<file path="src/assert_macros.svh">
// ---------------------------------------------------------------------------
// Assertion macros
// Shared concurrent assertion wrappers for the peak picker RTL. A module that
// uses them must have i_clk and i_rst_n in scope.
// ---------------------------------------------------------------------------
`ifndef ASSERT_MACROS_SVH
`define ASSERT_MACROS_SVH

// Checked on every rising edge while the block is out of reset.
`define ACPP_ASSERT(name, prop, msg) \
    name: assert property (@(posedge i_clk) disable iff (!i_rst_n) prop) \
        else $error(msg);

// Checked on every rising edge, reset included.
`define ACPP_ASSERT_ALWAYS(name, prop, msg) \
    name: assert property (@(posedge i_clk) prop) else $error(msg);

`endif

</file>
<file path="src/acpp_pkg.sv">
// ---------------------------------------------------------------------------
// acpp_pkg
// Types and constants shared by the autocorrelation peak picker modules.
// ---------------------------------------------------------------------------
package acpp_pkg;

    // Field widths.
    localparam int VALUE_W  = 16;   // Q1.15 autocorrelation sample
    localparam int LAG_W    = 12;   // lag bounds and peak index
    localparam int LEN_W    = 13;   // sequence length register
    localparam int OFFSET_W = 16;   // Q.15 sub-sample offset

    // Defaults and limits.
    localparam int DEF_MAX_LEN = 4096;
    localparam int MIN_LEN     = 3;
    localparam logic [LAG_W-1:0] RST_MIN_LAG = LAG_W'(1);
    localparam logic [LAG_W-1:0] RST_MAX_LAG = LAG_W'(4095);
    localparam logic [LEN_W-1:0] RST_SEQ_LEN = LEN_W'(4096);

    // Offset divider: quotient bits, and the Q15 value of one half sample.
    localparam int DIV_STEPS = OFFSET_W;
    localparam int HALF_Q15  = 16384;
    localparam int FRAC_SH   = 15;   // numerator is |r-l| * 2 * 16384

    // APB register map, byte addressed, one word per register.
    localparam int PADDR_W = 4;
    localparam int PDATA_W = 32;

    typedef enum logic [1:0] {
        REG_MIN_LAG = 2'd0,
        REG_MAX_LAG = 2'd1,
        REG_SEQ_LEN = 2'd2
    } t_reg_idx;

    typedef enum logic {
        ST_RUN = 1'b0,
        ST_DIV = 1'b1
    } t_state;

    // Controller to datapath.
    typedef struct packed {
        logic sample_en;   // a sample transaction completes this cycle
        logic div_start;   // last sample: load the divider
        logic div_step;    // run one divider step
        logic out_load;    // capture the result into the output register
    } t_cmd;

    // Datapath to controller.
    typedef struct packed {
        logic is_last;     // the next sample closes the sequence
        logic div_done;    // all divider steps are done
    } t_sts;

endpackage

</file>
<file path="src/acpp_div.sv">
// ---------------------------------------------------------------------------
// acpp_div
// Restoring divider for the parabolic offset, one quotient bit per step,
// with round-to-nearest, sign restore and clamping to one half sample.
// ---------------------------------------------------------------------------
module acpp_div (
    input  logic                                  i_clk,
    input  logic                                  i_rst_n,
    input  logic                                  i_start,
    input  logic                                  i_step,
    input  logic                                  i_found,
    input  logic        [acpp_pkg::LAG_W-1:0]     i_index,
    input  logic signed [acpp_pkg::VALUE_W-1:0]   i_value,
    input  logic signed [acpp_pkg::VALUE_W-1:0]   i_left,
    input  logic signed [acpp_pkg::VALUE_W-1:0]   i_right,
    output logic                                  o_done,
    output logic                                  o_found,
    output logic        [acpp_pkg::LAG_W-1:0]     o_index,
    output logic signed [acpp_pkg::OFFSET_W-1:0]  o_offset,
    output logic signed [acpp_pkg::VALUE_W-1:0]   o_value
);

    localparam int VW   = acpp_pkg::VALUE_W;
    localparam int DW   = VW + 2;                         // 2c - l - r
    localparam int NumW = VW + acpp_pkg::FRAC_SH + 1;     // 2|n| + d
    localparam int QW   = acpp_pkg::DIV_STEPS;
    localparam int ShW  = DW + QW - 1;                    // divisor shifted up
    localparam int StW  = $clog2(acpp_pkg::DIV_STEPS + 1);

    logic signed [DW-1:0]   w_d;
    logic signed [VW:0]     w_diff;
    logic        [VW-1:0]   w_mag;
    logic        [NumW-1:0] w_num;
    logic        [ShW-1:0]  w_dsh_init;
    logic                   w_ge;
    logic        [QW-1:0]   w_qc;

    logic        [NumW-1:0] r_rem;
    logic        [ShW-1:0]  r_dsh;
    logic        [QW-1:0]   r_q;
    logic        [StW-1:0]  r_step;
    logic                   r_neg;
    logic                   r_dpos;
    logic                   r_found;
    logic        [acpp_pkg::LAG_W-1:0]   r_index;
    logic signed [VW-1:0]   r_value;

    assign w_d    = (DW'(i_value) <<< 1) - DW'(i_left) - DW'(i_right);
    assign w_diff = (VW + 1)'(i_right) - (VW + 1)'(i_left);
    assign w_mag  = w_diff[VW] ? VW'(-w_diff) : VW'(w_diff);

    // Rounded quotient: (2|n| + d) / (2d), with |n| = |r-l| * 16384.
    assign w_num      = (NumW'(w_mag) << acpp_pkg::FRAC_SH) + NumW'($unsigned(w_d));
    assign w_dsh_init = ShW'($unsigned(w_d)) << QW;

    assign w_ge = ShW'(r_rem) >= r_dsh;

    always_ff @(posedge i_clk) begin
        if (!i_rst_n) begin
            r_step <= '0;
        end else if (i_start) begin
            r_step <= StW'(acpp_pkg::DIV_STEPS);
        end else if (i_step && (r_step != '0)) begin
            r_step <= r_step - StW'(1);
        end
    end

    always_ff @(posedge i_clk) begin
        if (i_start) begin
            r_rem   <= w_num;
            r_dsh   <= w_dsh_init;
            r_q     <= '0;
            r_neg   <= w_diff[VW];
            r_dpos  <= !w_d[DW-1] && (w_d != '0);
            r_found <= i_found;
            r_index <= i_index;
            r_value <= i_value;
        end else if (i_step && (r_step != '0)) begin
            if (w_ge) begin
                r_rem <= r_rem - NumW'(r_dsh);
            end
            r_q   <= {r_q[QW-2:0], w_ge};
            r_dsh <= r_dsh >> 1;
        end
    end

    assign w_qc = (r_q > QW'(acpp_pkg::HALF_Q15)) ? QW'(acpp_pkg::HALF_Q15) : r_q;

    assign o_done   = (r_step == '0);
    assign o_found  = r_found;
    assign o_index  = r_found ? r_index : '0;
    assign o_value  = r_found ? r_value : '0;
    assign o_offset = (r_found && r_dpos) ? (r_neg ? -$signed(w_qc) : $signed(w_qc)) : '0;

endmodule

</file>
<file path="src/acpp_dp.sv">
// ---------------------------------------------------------------------------
// acpp_dp
// Datapath: per-sample local maximum tracking, best peak registers, the
// offset divider and the result register.
// ---------------------------------------------------------------------------
module acpp_dp #(
    parameter int MAX_LEN = acpp_pkg::DEF_MAX_LEN
) (
    input  logic                                  i_clk,
    input  logic                                  i_rst_n,
    input  acpp_pkg::t_cmd                        i_cmd,
    output acpp_pkg::t_sts                        o_sts,
    input  logic        [acpp_pkg::LAG_W-1:0]     i_min_lag,
    input  logic        [acpp_pkg::LAG_W-1:0]     i_max_lag,
    input  logic        [acpp_pkg::LEN_W-1:0]     i_seq_len,
    input  logic signed [acpp_pkg::VALUE_W-1:0]   i_acf_value,
    output logic                                  o_found,
    output logic        [acpp_pkg::LAG_W-1:0]     o_peak_index,
    output logic signed [acpp_pkg::OFFSET_W-1:0]  o_peak_offset,
    output logic signed [acpp_pkg::VALUE_W-1:0]   o_peak_value
);

    localparam int VW   = acpp_pkg::VALUE_W;
    localparam int LW   = acpp_pkg::LEN_W;
    localparam int GW   = acpp_pkg::LAG_W;
    // Sample counter: the effective length never exceeds MAX_LEN or the
    // range of the length register.
    localparam int CntW = ($clog2(MAX_LEN) < LW) ? $clog2(MAX_LEN) : LW;

    logic        [CntW-1:0] r_cnt,      n_cnt;
    logic signed [VW-1:0]   r_prev,     n_prev;
    logic signed [VW-1:0]   r_pre,      n_pre;
    logic        [CntW-1:0] r_pstart,   n_pstart;
    logic signed [VW-1:0]   r_pval,     n_pval;
    logic                   r_in_pl,    n_in_pl;
    logic        [GW-1:0]   r_best_idx, n_best_idx;
    logic signed [VW-1:0]   r_best_val, n_best_val;
    logic signed [VW-1:0]   r_best_l,   n_best_l;
    logic signed [VW-1:0]   r_best_r,   n_best_r;

    logic        [LW-1:0]   w_len;
    logic        [CntW:0]   w_cnt_p1;
    logic                   w_is_last;
    logic                   w_div_done;
    logic        [CntW-1:0] w_right;
    logic        [CntW-1:0] w_mid;
    logic        [LW:0]     w_mid2;
    logic        [LW-1:0]   w_len_m1;
    logic                   w_fall;
    logic                   w_qual;
    logic                   w_upd;
    logic signed [VW-1:0]   w_l;
    logic signed [VW-1:0]   w_r;
    logic        [GW-1:0]   w_best_idx;
    logic signed [VW-1:0]   w_best_val;
    logic signed [VW-1:0]   w_best_l;
    logic signed [VW-1:0]   w_best_r;

    logic                   w_div_found;
    logic        [GW-1:0]   w_div_index;
    logic signed [acpp_pkg::OFFSET_W-1:0] w_div_offset;
    logic signed [VW-1:0]   w_div_value;

    // Effective length, clamped to the supported range.
    always_comb begin
        if (i_seq_len < LW'(acpp_pkg::MIN_LEN)) begin
            w_len = LW'(acpp_pkg::MIN_LEN);
        end else if (32'(i_seq_len) > 32'(MAX_LEN)) begin
            w_len = LW'(MAX_LEN);
        end else begin
            w_len = i_seq_len;
        end
    end

    assign w_cnt_p1  = {1'b0, r_cnt} + (CntW + 1)'(1);
    assign w_is_last = (LW + 1)'(w_cnt_p1) >= (LW + 1)'(w_len);

    always_comb begin
        o_sts          = '0;
        o_sts.is_last  = w_is_last;
        o_sts.div_done = w_div_done;
    end

    // Candidate peak: the middle of the flat top that ends at the previous
    // sample, left of centre for an even width.
    assign w_right  = r_cnt - CntW'(1);
    assign w_mid    = r_pstart + ((w_right - r_pstart) >> 1);
    assign w_mid2   = (LW + 1)'(w_mid) << 1;
    assign w_len_m1 = w_len - LW'(1);
    assign w_l      = (w_mid == r_pstart) ? r_pre : r_pval;
    assign w_r      = (w_mid == w_right) ? i_acf_value : r_pval;

    assign w_fall = (r_cnt != '0) && r_in_pl && (i_acf_value < r_pval);
    assign w_qual = (LW'(w_mid) >= LW'(i_min_lag)) && (LW'(w_mid) <= LW'(i_max_lag))
                  && (w_mid2 <= (LW + 1)'(w_len_m1))
                  && !r_pval[VW-1] && (r_pval != '0)
                  && ((r_best_idx == '0) || (r_pval > r_best_val));
    assign w_upd  = w_fall && w_qual;

    assign w_best_idx = w_upd ? GW'(w_mid) : r_best_idx;
    assign w_best_val = w_upd ? r_pval : r_best_val;
    assign w_best_l   = w_upd ? w_l : r_best_l;
    assign w_best_r   = w_upd ? w_r : r_best_r;

    always_comb begin
        n_cnt      = r_cnt;
        n_prev     = r_prev;
        n_pre      = r_pre;
        n_pstart   = r_pstart;
        n_pval     = r_pval;
        n_in_pl    = r_in_pl;
        n_best_idx = r_best_idx;
        n_best_val = r_best_val;
        n_best_l   = r_best_l;
        n_best_r   = r_best_r;
        if (i_cmd.sample_en) begin
            if (w_is_last) begin
                // The best peak has gone to the divider; start over.
                n_cnt      = '0;
                n_in_pl    = 1'b0;
                n_best_idx = '0;
            end else begin
                n_cnt      = CntW'(w_cnt_p1);
                n_prev     = i_acf_value;
                n_best_idx = w_best_idx;
                n_best_val = w_best_val;
                n_best_l   = w_best_l;
                n_best_r   = w_best_r;
                if (r_cnt != '0) begin
                    if (r_in_pl) begin
                        if (i_acf_value < r_pval) begin
                            n_in_pl = 1'b0;
                        end else if (i_acf_value > r_pval) begin
                            n_pre    = r_pval;
                            n_pstart = r_cnt;
                            n_pval   = i_acf_value;
                        end
                    end else if (i_acf_value > r_prev) begin
                        n_pre    = r_prev;
                        n_pstart = r_cnt;
                        n_pval   = i_acf_value;
                        n_in_pl  = 1'b1;
                    end
                end
            end
        end
    end

    always_ff @(posedge i_clk) begin
        if (!i_rst_n) begin
            r_cnt      <= '0;
            r_in_pl    <= 1'b0;
            r_best_idx <= '0;
        end else begin
            r_cnt      <= n_cnt;
            r_in_pl    <= n_in_pl;
            r_best_idx <= n_best_idx;
        end
    end

    always_ff @(posedge i_clk) begin
        r_prev     <= n_prev;
        r_pre      <= n_pre;
        r_pstart   <= n_pstart;
        r_pval     <= n_pval;
        r_best_val <= n_best_val;
        r_best_l   <= n_best_l;
        r_best_r   <= n_best_r;
    end

    acpp_div u_div (
        .i_clk    (i_clk),
        .i_rst_n  (i_rst_n),
        .i_start  (i_cmd.div_start),
        .i_step   (i_cmd.div_step),
        .i_found  (w_best_idx != '0),
        .i_index  (w_best_idx),
        .i_value  (w_best_val),
        .i_left   (w_best_l),
        .i_right  (w_best_r),
        .o_done   (w_div_done),
        .o_found  (w_div_found),
        .o_index  (w_div_index),
        .o_offset (w_div_offset),
        .o_value  (w_div_value)
    );

    // Result register, so a waiting result holds up only the closing sample of the next sequence.
    always_ff @(posedge i_clk) begin
        if (i_cmd.out_load) begin
            o_found       <= w_div_found;
            o_peak_index  <= w_div_index;
            o_peak_offset <= w_div_offset;
            o_peak_value  <= w_div_value;
        end
    end

endmodule

</file>
<file path="src/acpp_ctrl.sv">
// ---------------------------------------------------------------------------
// acpp_ctrl
// Controller: input and output handshakes, and sequencing of the offset
// divider at the end of each sequence.
// ---------------------------------------------------------------------------
`include "assert_macros.svh"

module acpp_ctrl (
    input  logic            i_clk,
    input  logic            i_rst_n,
    input  logic            i_valid,
    output logic            o_ready,
    output logic            o_valid,
    input  logic            i_ready,
    input  acpp_pkg::t_sts  i_sts,
    output acpp_pkg::t_cmd  o_cmd
);

    acpp_pkg::t_state r_state, n_state;
    logic             r_out_valid, n_out_valid;
    logic             w_accept;

    always_comb begin
        n_state = r_state;
        unique case (r_state)
            acpp_pkg::ST_RUN: begin
                if (w_accept && i_sts.is_last) begin
                    n_state = acpp_pkg::ST_DIV;
                end
            end
            acpp_pkg::ST_DIV: begin
                if (i_sts.div_done) begin
                    n_state = acpp_pkg::ST_RUN;
                end
            end
            default: begin
                n_state = acpp_pkg::ST_RUN;
            end
        endcase
    end

    always_comb begin
        o_ready = 1'b0;
        o_cmd   = '0;
        unique case (r_state)
            acpp_pkg::ST_RUN: begin
                // The closing sample needs an empty result register.
                o_ready         = !(i_sts.is_last && r_out_valid);
                o_cmd.sample_en = i_valid && o_ready;
                o_cmd.div_start = i_valid && o_ready && i_sts.is_last;
            end
            acpp_pkg::ST_DIV: begin
                o_cmd.div_step = !i_sts.div_done;
                o_cmd.out_load = i_sts.div_done;
            end
            default: begin
                o_ready = 1'b0;
            end
        endcase
    end

    assign w_accept = o_cmd.sample_en;

    always_comb begin
        n_out_valid = r_out_valid;
        if (r_out_valid && i_ready) begin
            n_out_valid = 1'b0;
        end
        if (o_cmd.out_load) begin
            n_out_valid = 1'b1;
        end
    end

    always_ff @(posedge i_clk) begin
        if (!i_rst_n) begin
            r_state     <= acpp_pkg::ST_RUN;
            r_out_valid <= 1'b0;
        end else begin
            r_state     <= n_state;
            r_out_valid <= n_out_valid;
        end
    end

    assign o_valid = r_out_valid;

    `ACPP_ASSERT(a_no_sample_in_div, (r_state == acpp_pkg::ST_DIV) |-> !o_ready, "sample taken during divide")
    `ACPP_ASSERT(a_no_overwrite, o_cmd.out_load |-> !r_out_valid, "pending result overwritten")
    `ACPP_ASSERT(a_last_starts_div, (w_accept && i_sts.is_last) |=> (r_state == acpp_pkg::ST_DIV), "no divide after last sample")
    `ACPP_ASSERT_ALWAYS(a_rst_clears_out, !i_rst_n |=> !o_valid, "result valid after reset")

endmodule

</file>
<file path="src/autocorrelation_peak_picker.sv">
// ---------------------------------------------------------------------------
// autocorrelation_peak_picker
// Throughput: one acf sample per cycle inside a sequence of N samples, unless
// the closing sample waits for a pending result to be taken. After the last
// sample of a sequence, the restoring offset divider runs its 16 steps and then
// the result is loaded; no sample is taken until the result has been loaded.
// Reset: i_rst_n is synchronous, active low; it clears the sequence state
// and the result valid and restores the register defaults.
// ---------------------------------------------------------------------------
module autocorrelation_peak_picker #(
    parameter int MAX_LEN = acpp_pkg::DEF_MAX_LEN
) (
    input  logic                                  i_clk,
    input  logic                                  i_rst_n,
    // Sample input channel.
    input  logic                                  i_valid,
    output logic                                  o_ready,
    input  logic signed [acpp_pkg::VALUE_W-1:0]   i_acf_value,
    // Result output channel.
    output logic                                  o_valid,
    input  logic                                  i_ready,
    output logic                                  o_found,
    output logic        [acpp_pkg::LAG_W-1:0]     o_peak_index,
    output logic signed [acpp_pkg::OFFSET_W-1:0]  o_peak_offset,
    output logic signed [acpp_pkg::VALUE_W-1:0]   o_peak_value,
    // APB configuration port.
    input  logic                                  psel,
    input  logic                                  penable,
    input  logic                                  pwrite,
    input  logic        [acpp_pkg::PADDR_W-1:0]   paddr,
    input  logic        [acpp_pkg::PDATA_W-1:0]   pwdata,
    output logic        [acpp_pkg::PDATA_W-1:0]   prdata,
    output logic                                  pready
);

    // -----------------------------------------------------------------------
    // Configuration registers. Each register is one 32-bit word: the minimum
    // lag at 0x0, the maximum lag at 0x4 and the sequence length at 0x8.
    // Writes land on the access phase; the port never inserts wait states.
    // Writes to an unmapped word are dropped and read back as zero.
    // -----------------------------------------------------------------------
    logic [acpp_pkg::LAG_W-1:0] r_min_lag;
    logic [acpp_pkg::LAG_W-1:0] r_max_lag;
    logic [acpp_pkg::LEN_W-1:0] r_seq_len;
    acpp_pkg::t_reg_idx         w_reg_idx;
    logic                       w_wr;

    assign pready    = 1'b1;
    assign w_reg_idx = acpp_pkg::t_reg_idx'(paddr[acpp_pkg::PADDR_W-1:2]);
    assign w_wr      = psel && penable && pwrite && pready;

    always_ff @(posedge i_clk) begin
        if (!i_rst_n) begin
            r_min_lag <= acpp_pkg::RST_MIN_LAG;
            r_max_lag <= acpp_pkg::RST_MAX_LAG;
            r_seq_len <= acpp_pkg::RST_SEQ_LEN;
        end else if (w_wr) begin
            unique case (w_reg_idx)
                acpp_pkg::REG_MIN_LAG: r_min_lag <= pwdata[acpp_pkg::LAG_W-1:0];
                acpp_pkg::REG_MAX_LAG: r_max_lag <= pwdata[acpp_pkg::LAG_W-1:0];
                acpp_pkg::REG_SEQ_LEN: r_seq_len <= pwdata[acpp_pkg::LEN_W-1:0];
                default: begin
                end
            endcase
        end
    end

    always_comb begin
        unique case (w_reg_idx)
            acpp_pkg::REG_MIN_LAG: prdata = acpp_pkg::PDATA_W'(r_min_lag);
            acpp_pkg::REG_MAX_LAG: prdata = acpp_pkg::PDATA_W'(r_max_lag);
            acpp_pkg::REG_SEQ_LEN: prdata = acpp_pkg::PDATA_W'(r_seq_len);
            default:               prdata = '0;
        endcase
    end

    // -----------------------------------------------------------------------
    // Controller and datapath. The controller owns the handshakes: during a
    // sequence every sample transaction is taken at once and the datapath
    // updates its local maximum tracking in the same cycle. The closing
    // sample hands the best peak to the offset divider and the controller
    // waits for it before loading the result register. A result waiting in
    // that register does not stall the next sequence; only the next closing
    // sample waits until the result transaction has completed.
    // -----------------------------------------------------------------------
    acpp_pkg::t_cmd w_cmd;
    acpp_pkg::t_sts w_sts;

    acpp_ctrl u_ctrl (
        .i_clk   (i_clk),
        .i_rst_n (i_rst_n),
        .i_valid (i_valid),
        .o_ready (o_ready),
        .o_valid (o_valid),
        .i_ready (i_ready),
        .i_sts   (w_sts),
        .o_cmd   (w_cmd)
    );

    acpp_dp #(
        .MAX_LEN (MAX_LEN)
    ) u_dp (
        .i_clk         (i_clk),
        .i_rst_n       (i_rst_n),
        .i_cmd         (w_cmd),
        .o_sts         (w_sts),
        .i_min_lag     (r_min_lag),
        .i_max_lag     (r_max_lag),
        .i_seq_len     (r_seq_len),
        .i_acf_value   (i_acf_value),
        .o_found       (o_found),
        .o_peak_index  (o_peak_index),
        .o_peak_offset (o_peak_offset),
        .o_peak_value  (o_peak_value)
    );

endmodule
</file>
<file path="config.mk">
export PLATFORM = sky130hd
export DESIGN_NAME = autocorrelation_peak_picker
export DESIGN_NICKNAME = d
export VERILOG_FILES = /design/src/acpp_pkg.sv /design/src/acpp_div.sv /design/src/acpp_dp.sv /design/src/acpp_ctrl.sv /design/src/autocorrelation_peak_picker.sv
export VERILOG_INCLUDE_DIRS = /design/src /design/src/src
export SDC_FILE = /design/constraint.sdc
export NUM_CORES = 1
export LEC_CHECK = 0
export BUFFER_PORTS_ARGS = -buffer_cell sky130_fd_sc_hd__buf_2
export CAP_MARGIN = 15
export CORE_ASPECT_RATIO = 0.5
export CORE_MARGIN = 1.5
export CORE_UTILIZATION = 45
export DETAILED_ROUTE_END_ITERATION = 16
export MAX_ROUTING_LAYER = met4
export PLACE_DENSITY = 0.67
export SYNTH_ARGS = -nofsm -noshare
export SYNTH_HDL_FRONTEND = slang
export SYNTH_SLANG_ARGS = --single-unit
export TNS_END_PERCENT = 100
</file>
<file path="constraint.sdc">
create_clock -name i_clk -period 24.7 [get_ports i_clk]
set_input_delay 2.47 -clock i_clk [delete_from_list [all_inputs] [get_ports i_clk]]
set_output_delay 2.47 -clock i_clk [all_outputs]
set_load 0.02 [all_outputs]
</file>
==> results.txt, run 1 <==
- The clock period could shrink to 12.75 ns.
* Worst Hold Depth: 2
* Number of global-route vias before repair: 16730
* Cell types with the highest counts after synthesis: sky130_fd_sc_hd__nand2_1 (275), sky130_fd_sc_hd__inv_1 (235), sky130_fd_sc_hd__edfxtp_1 (233)
* GRT Util Overall: a little over a fifth
- Total setup buffers inserted after CTS: 0
- The HPWL after detailed placement is 41320 µm.
- Across the run, the number of max-cap violations was 0.
- Summed over its instances, the top area cell type makes up a little under a third of the synthesized netlist area.
* Final total power: 1.934 mW
* CTS root buf: sky130_fd_sc_hd__clkbuf_16
- The slowest stage of the critical path belongs to the cell sky130_fd_sc_hd__xnor2_1.
- Net total in the final layout: 2840
- Number of buffers inserted for hold repair after clock tree synthesis: 0
- Once the floorplan was initialized, standard cells occupied 45.57% of the core.
- Counting every sink on the clock net gives 334.
* Clock Latency Late Sink: around 0.56 ns
- The number of cells on the worst reg-to-reg path is 54.
- STA classifies the critical path endpoint as a flop.
- Placeable Area: 50290 µm²
* Inserted Clock Buffers: 36
* I/O pin count: 139
* Mean instance size in the synthesized netlist: 9.155 µm²
- The die is ~320 µm wide.
- Worst rel slew slack: a little under a quarter
- Among all cell types in the netlist, the one instantiated most often is sky130_fd_sc_hd__nand2_1.
- Remaining antenna violation count: 0
* First-pass detailed-route iteration total: 6
- Along the worst path, the maximum fanout reaches 84.
- Largest net degree at the start of global routing: 85
- Nature of the critical path startpoint: flop
- Height of the die: 162.6 µm
- Ratio of final minimum period to clock period: roughly 52%
- After detailed placement, the total cell area comes to about 24000 µm².
* Delay contributed by the slowest stage of the critical path: around 0.61 ns
- For this block, the via count after detailed routing is between 15000 and 20000.
* Final Hold Violating Endpoints: 0
* Buffers from clock root to sink, at most: 3
* Gate count of the mapped netlist: between 2000 and 3000
- In this run the worst hold path is classified as reg -> reg.
* Die area: 52370 µm²
* Worst-Margin Slew: 1.145 ns
* Cell type with the highest occurrence count on the critical path: sky130_fd_sc_hd__a21oi_1
- Relative to the synthesized area, the layout overhead comes to 9.948%.
- Cells resized by post-CTS repair: 0
- For this design the ratio of total power to cell area is 76.77 nW/µm².
* Fin Setup TNS: 0 ns
* Setup violations, final: 0
- On the final layout, the worst clock skew is approximately 0.028 ns.
- Area of all placed cells without fillers: between 20000 and 30000 µm²
- Via-to-Cell Ratio: roughly 5.5
* Number of antenna violations at the first check in global routing: 3
- Port buffering added 97 buffers.
- Counting flops and latches in the post-synthesis netlist gives 334.
* DRC violations left: 0
- At the end of routability-driven placement, the weighted congestion stood at between 0.9 and 1.
- Proportion of layout cells with a drive suffix above 1: 8.855%
- The largest total area in the synthesized netlist belongs to sky130_fd_sc_hd__edfxtp_1.
- Number of flops mapped to enable cells by yosys: 233
- Total grt overflow: 0
- The share of the Yosys chip area taken by registers is 39.36%.
* Clock slew at reported path FFs: 0.06 ns
* Cell types with the largest area share after synthesis: sky130_fd_sc_hd__edfxtp_1 (31%), sky130_fd_sc_hd__ha_1 (11%), sky130_fd_sc_hd__dfxtp_1 (8.8%), sky130_fd_sc_hd__nand2_1 (4.5%), sky130_fd_sc_hd__a21oi_1 (4.1%)
- The first global-routing pass estimated 88590 µm of wire.
- The first routing iteration left about 1400 violations.
- Among all flip-flop cells after synthesis, the most frequent one is sky130_fd_sc_hd__edfxtp_1.
- For the worst setup path, the data required time is 25.11 ns.
* H-tree Lvls: 2
- Worst-case vdd ir drop: 0.00004612 V
- CTS tree: built
- Max Clk Rate: between 70 and 80 MHz
* WS Path Type: reg -> reg
- Final wirelength: 56150 µm
- The count of pins over their slew limit is 0.
- Number of library cell types mapped by synthesis: 91
- Unrepaired setup endpoints after global routing: no
- Summing every instance area after synthesis gives 22920 µm².
- Run status: finished clean
- Dividing the detail-routed wire length by the instance count gives around 17 µm.
- Async set-reset flop share out of synthesis: 0%
* CP Data Arrival Time: between 10 and 15 ns
- Leakage power summed over all cells: ~11 nW
* Yosys Warn Count: 0
* Site Rows: 58
-- cells in the final DEF, fill, tap and decap left out, types with 39 or more instances in the layout --
cell / synthesis / final
sky130_fd_sc_hd__ha_1: 209 / 209
sky130_fd_sc_hd__a21o_1: 56 / 56
sky130_fd_sc_hd__inv_1: 235 / 234
sky130_fd_sc_hd__a21oi_1: 187 / 187
sky130_fd_sc_hd__edfxtp_1: 233 / 233
sky130_fd_sc_hd__nand2_1: 275 / 275
sky130_fd_sc_hd__and2_1: 46 / 45
sky130_fd_sc_hd__nand3_1: 39 / 39
sky130_fd_sc_hd__nor2b_1: 42 / 41
sky130_fd_sc_hd__xor2_1: 64 / 64
sky130_fd_sc_hd__mux2i_1: 44 / 44
sky130_fd_sc_hd__xnor2_1: 89 / 89
sky130_fd_sc_hd__nor2_1: 170 / 169
sky130_fd_sc_hd__buf_2: 8 / 97
sky130_fd_sc_hd__o21ai_0: 130 / 130
sky130_fd_sc_hd__dfxtp_1: 101 / 101
sky130_fd_sc_hd__nor3_1: 55 / 54
-- layer usage --
metal  vias to the layer above  global-route usage, %  part of all wire [%]
met4                         0                  6.175                   2.4
met3                        81                  3.109                   5.2
met5                         -                      -                     0
met1                      8492                  28.35                    46
met2                       410                  35.18                    47
li1                       8943                      -                     -
-- final timing paths --
check | startpoint | endpoint | slack [ns]
hold reg to reg | u_dp.u_div.r_dsh[9] | u_dp.u_div.r_dsh[8] | 0.47
hold / removal | u_dp.u_div.r_dsh[9] | u_dp.u_div.r_dsh[8] | 0.47
setup / recovery | u_dp.r_cnt[0] | u_dp.u_div.r_rem[29] | 11.95
setup reg to reg | u_dp.r_cnt[0] | u_dp.u_div.r_rem[29] | 11.95
-- through the flow --
| stage | worst slack (ns) | util (%) | std cells | hold WS [ns] |
|---|---|---|---|---|
| 6_report | 11.95 | 50.10 | 3279 | 0.4676 |
| 5_1_grt | 11.04 | 50.10 | 3279 | 0.4896 |
| 4_1_cts | 11.94 | 50.07 | 3275 | 0.4709 |
| 3_5_place_dp | 11.94 | 47.68 | 3210 | 0.4599 |
| 3_3_place_gp | 12.07 | 47.68 | 3210 | 0.4526 |
| 2_1_floorplan | 13.97 | - | 2521 | 0.4029 |
-- registers in the layout (all words and copies together) (netlist names), 13 cells and up --
name	count
u_dp.u_div.r_dsh	33
u_dp.r_pval	16
u_dp.u_div.r_q	16
u_dp.o_peak_value	16
u_dp.r_best_val	16
u_dp.o_peak_offset	16
u_dp.r_pre	16
u_dp.r_best_l	16
u_dp.u_div.r_rem	32
u_dp.r_prev	16
u_dp.u_div.r_value	16
r_seq_len	13
u_dp.r_best_r	16
-- where the power goes --
| part | total, mW | internal (mW) | switching (mW) |
|---|---|---|---|
| Clock | 0.566 | 0.326 | 0.240 |
| Sequential | 0.662 | 0.636 | 0.0258 |
| Combinational | 0.707 | 0.276 | 0.430 |
-- worst max-delay path, delay by kind of cell (launching register included) --
family	cells	cell delay (ns)
muxes	1	0.46
xor gates and xnor gates	3	0.87
AOI/OAI and AO/OA	25	5.35
and+or+nand+nor	12	1.87
buffers and inverters	6	1.28
DFF	1	0.56
adders and majority gates	7	2.22
-- kinds of logic after synthesis --
kind of cell               synth area share, %
AOI/OAI and AO/OA                        16.43
xor gates and xnor gates                 6.241
adders and majority gates                12.55
buffers and inverters                    6.186
DFF                                      39.36
muxes                                    2.331
other                                  0.03277
and+or+nand+nor                          16.87
-- area by class of cell --
| class | instances | area (µm²) |
|---|---|---|
| flip-flops and latches | 334 | 9019 |
| fillers | 4589 | 25100 |
| multi-input cells | 1834 | 12580 |
| clock buffers | 48 | 985.9 |
| repair buffers | 118 | 640.6 |
| inverters | 235 | 883.3 |
| well taps | 690 | 863.3 |
| clock inverters | 17 | 219.0 |
| diodes | 3 | 7.507 |
Note: power is estimated with default switching activity, not from simulation.
==> run 2, diff against run 1 <==
--- a/config.mk
+++ b/config.mk
@@ -6,6 +6,7 @@
 export SDC_FILE = /design/constraint.sdc
 export NUM_CORES = 1
 export LEC_CHECK = 0
+export ABC_AREA = 1
 export BUFFER_PORTS_ARGS = -buffer_cell sky130_fd_sc_hd__buf_2
 export CAP_MARGIN = 15
 export CORE_ASPECT_RATIO = 0.5
==> constraint.sdc (replaced) <==
create_clock -name i_clk -period 12.3 [get_ports i_clk]
set_input_delay 1.23 -clock i_clk [delete_from_list [all_inputs] [get_ports i_clk]]
set_output_delay 1.23 -clock i_clk [all_outputs]
set_load 0.02 [all_outputs]
==> run 2 against run 1 <==
Worst hold slack improved by 0.0049 ns. Wire length increased by 5.2%. Via count increased by 7.2%. Cell area increased by 0.54%. Worst setup slack got worse by 11 ns. Register-to-register slack got worse by 11 ns. Clock skew decreased by 0.0051 ns. Global-route usage increased by 1.5 points. Non-clock buffer count increased by 1. Count of clock-buffer cells in the layout decreased by 1. Critical path type unchanged. Largest cell class unchanged.
==> results.txt, run 2 <==
* Run status: finished clean
* Final WS setup: 1.092 ns
- Multi-input gate area in the final layout: 11780 µm²
- At the worst endpoint, the required time is between 10 and 15 ns.
- The die covers 52420 µm².
- Largest register FFs: 33
* Most instantiated flip-flop cell in the synthesis netlist: sky130_fd_sc_hd__edfxtp_1
- The count of pins over their slew limit was 0.
* Detailed router's first-iteration violation count: 1616
- Nature of the critical path startpoint: flop
- At the end of the flow the core is filled with cells to 50.37%.
- Worst rel slew slack: 30.62%
* Buffers from clock root to sink, at most: 3
- In the post-synthesis netlist, the cell with the most instances is sky130_fd_sc_hd__nand2_1.
- In this run, synthesis inferred 233 flip-flops with an integrated enable.
- For the worst-skew pair, the clock arrives at the later sink with an insertion delay of 0.54 ns.
- Counting both buffers and inverters, the worst setup path holds a total of 9.
- The worst setup path is captured at a flop.
- At the pin with the least slew margin, the transition time is roughly 1.0 ns.
* Proportion of layout cells with a drive suffix above 1: about 9%
* Top cell type by total area after synthesis: sky130_fd_sc_hd__edfxtp_1
* Via total after detailed routing: 19210
- The final layout contains ~3200 nets.
- Height of the die: 162.6 µm
- The commonest cells after synthesis are sky130_fd_sc_hd__nand2_1 (671), sky130_fd_sc_hd__inv_1 (466), sky130_fd_sc_hd__edfxtp_1 (233).
- Cell types with the largest area share after synthesis: sky130_fd_sc_hd__edfxtp_1 (31%), sky130_fd_sc_hd__ha_1 (11%), sky130_fd_sc_hd__nand2_1 (11%), sky130_fd_sc_hd__dfxtp_1 (8.8%), sky130_fd_sc_hd__inv_1 (7.6%)
- Total setup buffers inserted after CTS: 0
- After synthesis the cells add up to 22940 µm².
- During I/O placement, the number of pins put on the boundary was 139.
- DRC violations left: 0
- VDD sags by at most between 0.0001 and 0.00015 V.
- Of all nets on the critical path, the largest fanout is between 40 and 50.
- In the global route stage, overall resource usage came out at a little under a quarter.
- Summing all flip-flop and latch instances after layout gives approximately 9000 µm².
* Number of global-route vias before repair: 17950
- Inserted Clock Buffers: 34
* Remaining antenna violation count: 0
- WS Path Type: reg -> reg
- Slowest CP cell: sky130_fd_sc_hd__o21ai_0
- CTS tree: built
- Summing all non-filler instances in the final layout gives an area of around 25000 µm².
- H-tree Lvls: 2
- CTS root buf: sky130_fd_sc_hd__clkbuf_16
* Width of the chip: ~320 µm
- Final total power: 4.140 mW
* Fin Setup TNS: 0 ns
- Family with the most delay on the worst path: compound AO/OA/AOI/OAI gates
* Synth top area share: 30.50%
* Most used cells in the layout excluding fill and tap cells: sky130_fd_sc_hd__nand2_1 (670), sky130_fd_sc_hd__inv_1 (466), sky130_fd_sc_hd__edfxtp_1 (233), sky130_fd_sc_hd__ha_1 (209), sky130_fd_sc_hd__a21oi_1 (188)
- Entering global routing, the biggest net connects 77 pins.
* Number of antenna violations at the first check in global routing: 1
- Final Hold Violating Endpoints: 0
- After legalization and detailed placement, the total HPWL measured 45530 µm.
* Total grt overflow: 0
- Dividing the final minimum period by the clock period gives 91.12%.
* Effective utilization at floorplan: 45.61%
* Cell type with the highest occurrence count on the critical path: sky130_fd_sc_hd__nand2_1
- Final weighted congestion in routability-driven placement: 0.9306
* Most common cell after layout, fill and taps aside: sky130_fd_sc_hd__nand2_1
- Max Clk Rate: 89.22 MHz
* DR WL/cell: 16.06 µm
- From synthesis to final layout, the design area changed by 10.44%.
- Wire length of the first global-routing pass: 94130 µm
- After floorplanning, the core was sized to cover 50290 µm².
* Layout fillers: between 4000 and 5000
* Instance count after placement with tap cells included: about 3600
- Via-to-Cell Ratio: 5.221
* Yosys Warn Count: 0
- Site Rows: 58
- Gate count of the mapped netlist: about 2900
- Clock slew at reported path FFs: 0.07 ns
- Register containing the most flip-flops in the final layout: u_dp.u_div.r_dsh
- The average instance in the mapped netlist occupies 7.964 µm².
- The clock drives 334 sinks.
* Dpl ws: 0.9896 ns
- In this run the tool buffered the top-level ports with 97 buffer cells.
* Number of maximum-capacitance violations: 0
* Top flop regs: u_dp.u_div.r_dsh x33, u_dp.u_div.r_rem x32
- CP Data Arrival Time: 11.48 ns
* Clock tree skew after final layout: 0.02300 ns
- Delay contributed by the slowest stage of the critical path: between 0.6 and 0.7 ns
* Number of buffers inserted for hold repair after clock tree synthesis: 0
- Sequential element share of the synthesized area: 39.32%
* Final wirelength: 59080 µm
- Power density over the cells: 163.4 nW/µm²
- Number of library cell types mapped by synthesis: 61
- Leakage power summed over all cells: around 12 nW
- Counting flops with an async set or reset pin after synthesis yields a share of 0%.
- For this run, the detailed router's first-pass iteration total came to 5.
- Once the clock tree was built, the resizer swapped 0 gates to a different size.
- Hold Crit Class: reg -> reg
- Dpl cell area: 24120 µm²
- Final Hold Slack: 0.4724 ns
* Layout Cells excl Fill: 3679
* Setup violations, final: 0
* Count of state elements after synthesis: 334
- Minimum clock period: around 11 ns
- Setup repair after global routing left no endpoint under its margin.
==> run 2: path summary, 6_finish.rpt <==
kind,start,end,slack (ns),cells past startpoint
worst max register to register,u_dp.r_cnt[0],u_dp.u_div.r_rem[23],1.09,63
worst min-delay path,u_dp.u_div.r_step[0],u_dp.u_div.r_step[0],0.47,2
worst min register to register,u_dp.u_div.r_step[0],u_dp.u_div.r_step[0],0.47,2
worst max-delay path,u_dp.r_cnt[0],u_dp.u_div.r_rem[23],1.09,63
==> run 2: cells by family after synthesis <==
group                      after synthesis  share of synthesized area [%]
xor gates and xnor gates               101                          3.922
AOI/OAI and AO/OA                      510                          13.02
and+or+nand+nor                       1134                          21.33
DFF                                    334                          39.32
buffers and inverters                  577                          9.841
other                                    2                        0.03274
adders and majority gates              222                          12.54
==> run 2: power by group <==
part | internal, mW | switching (mW) | leakage [nW] | total (mW)
Clock | 0.668 | 0.457 | 0.578 | 1.13
Sequential | 1.28 | 0.0413 | 3.00 | 1.32
Combinational | 0.572 | 1.12 | 8.53 | 1.69
Total | 2.52 | 1.62 | 12.1 | 4.14
==> run 2: metal layers <==
layer,global-route usage [%],vias up,part of all wire (%)
met5,-,-,0
met2,37.15,486,46
met4,5.210,0,1.9
met3,3.071,78,5.5
met1,31.36,8973,47
li1,-,9672,-
==> run 2: final cells by class <==
cell class / count / share of cell area [%]
Antenna cell: 1 / 0.009878
Clock buffer: 47 / 3.882
Clock inverter: 14 / 0.8100
Inverter: 485 / 7.201
Multi-Input combinational cell: 1988 / 46.48
Sequential cell: 334 / 35.60
Tap cell: 690 / 3.408
Timing Repair Buffer: 119 / 2.583
Timing Repair inverter: 1 / 0.01976
==> run 2: worst min-delay path, cell delays in order (launching register included) <==
cell	delay [ns]
sky130_fd_sc_hd__dfxtp_1	0.31
sky130_fd_sc_hd__nand2_1	0.06
sky130_fd_sc_hd__a21oi_1	0.06
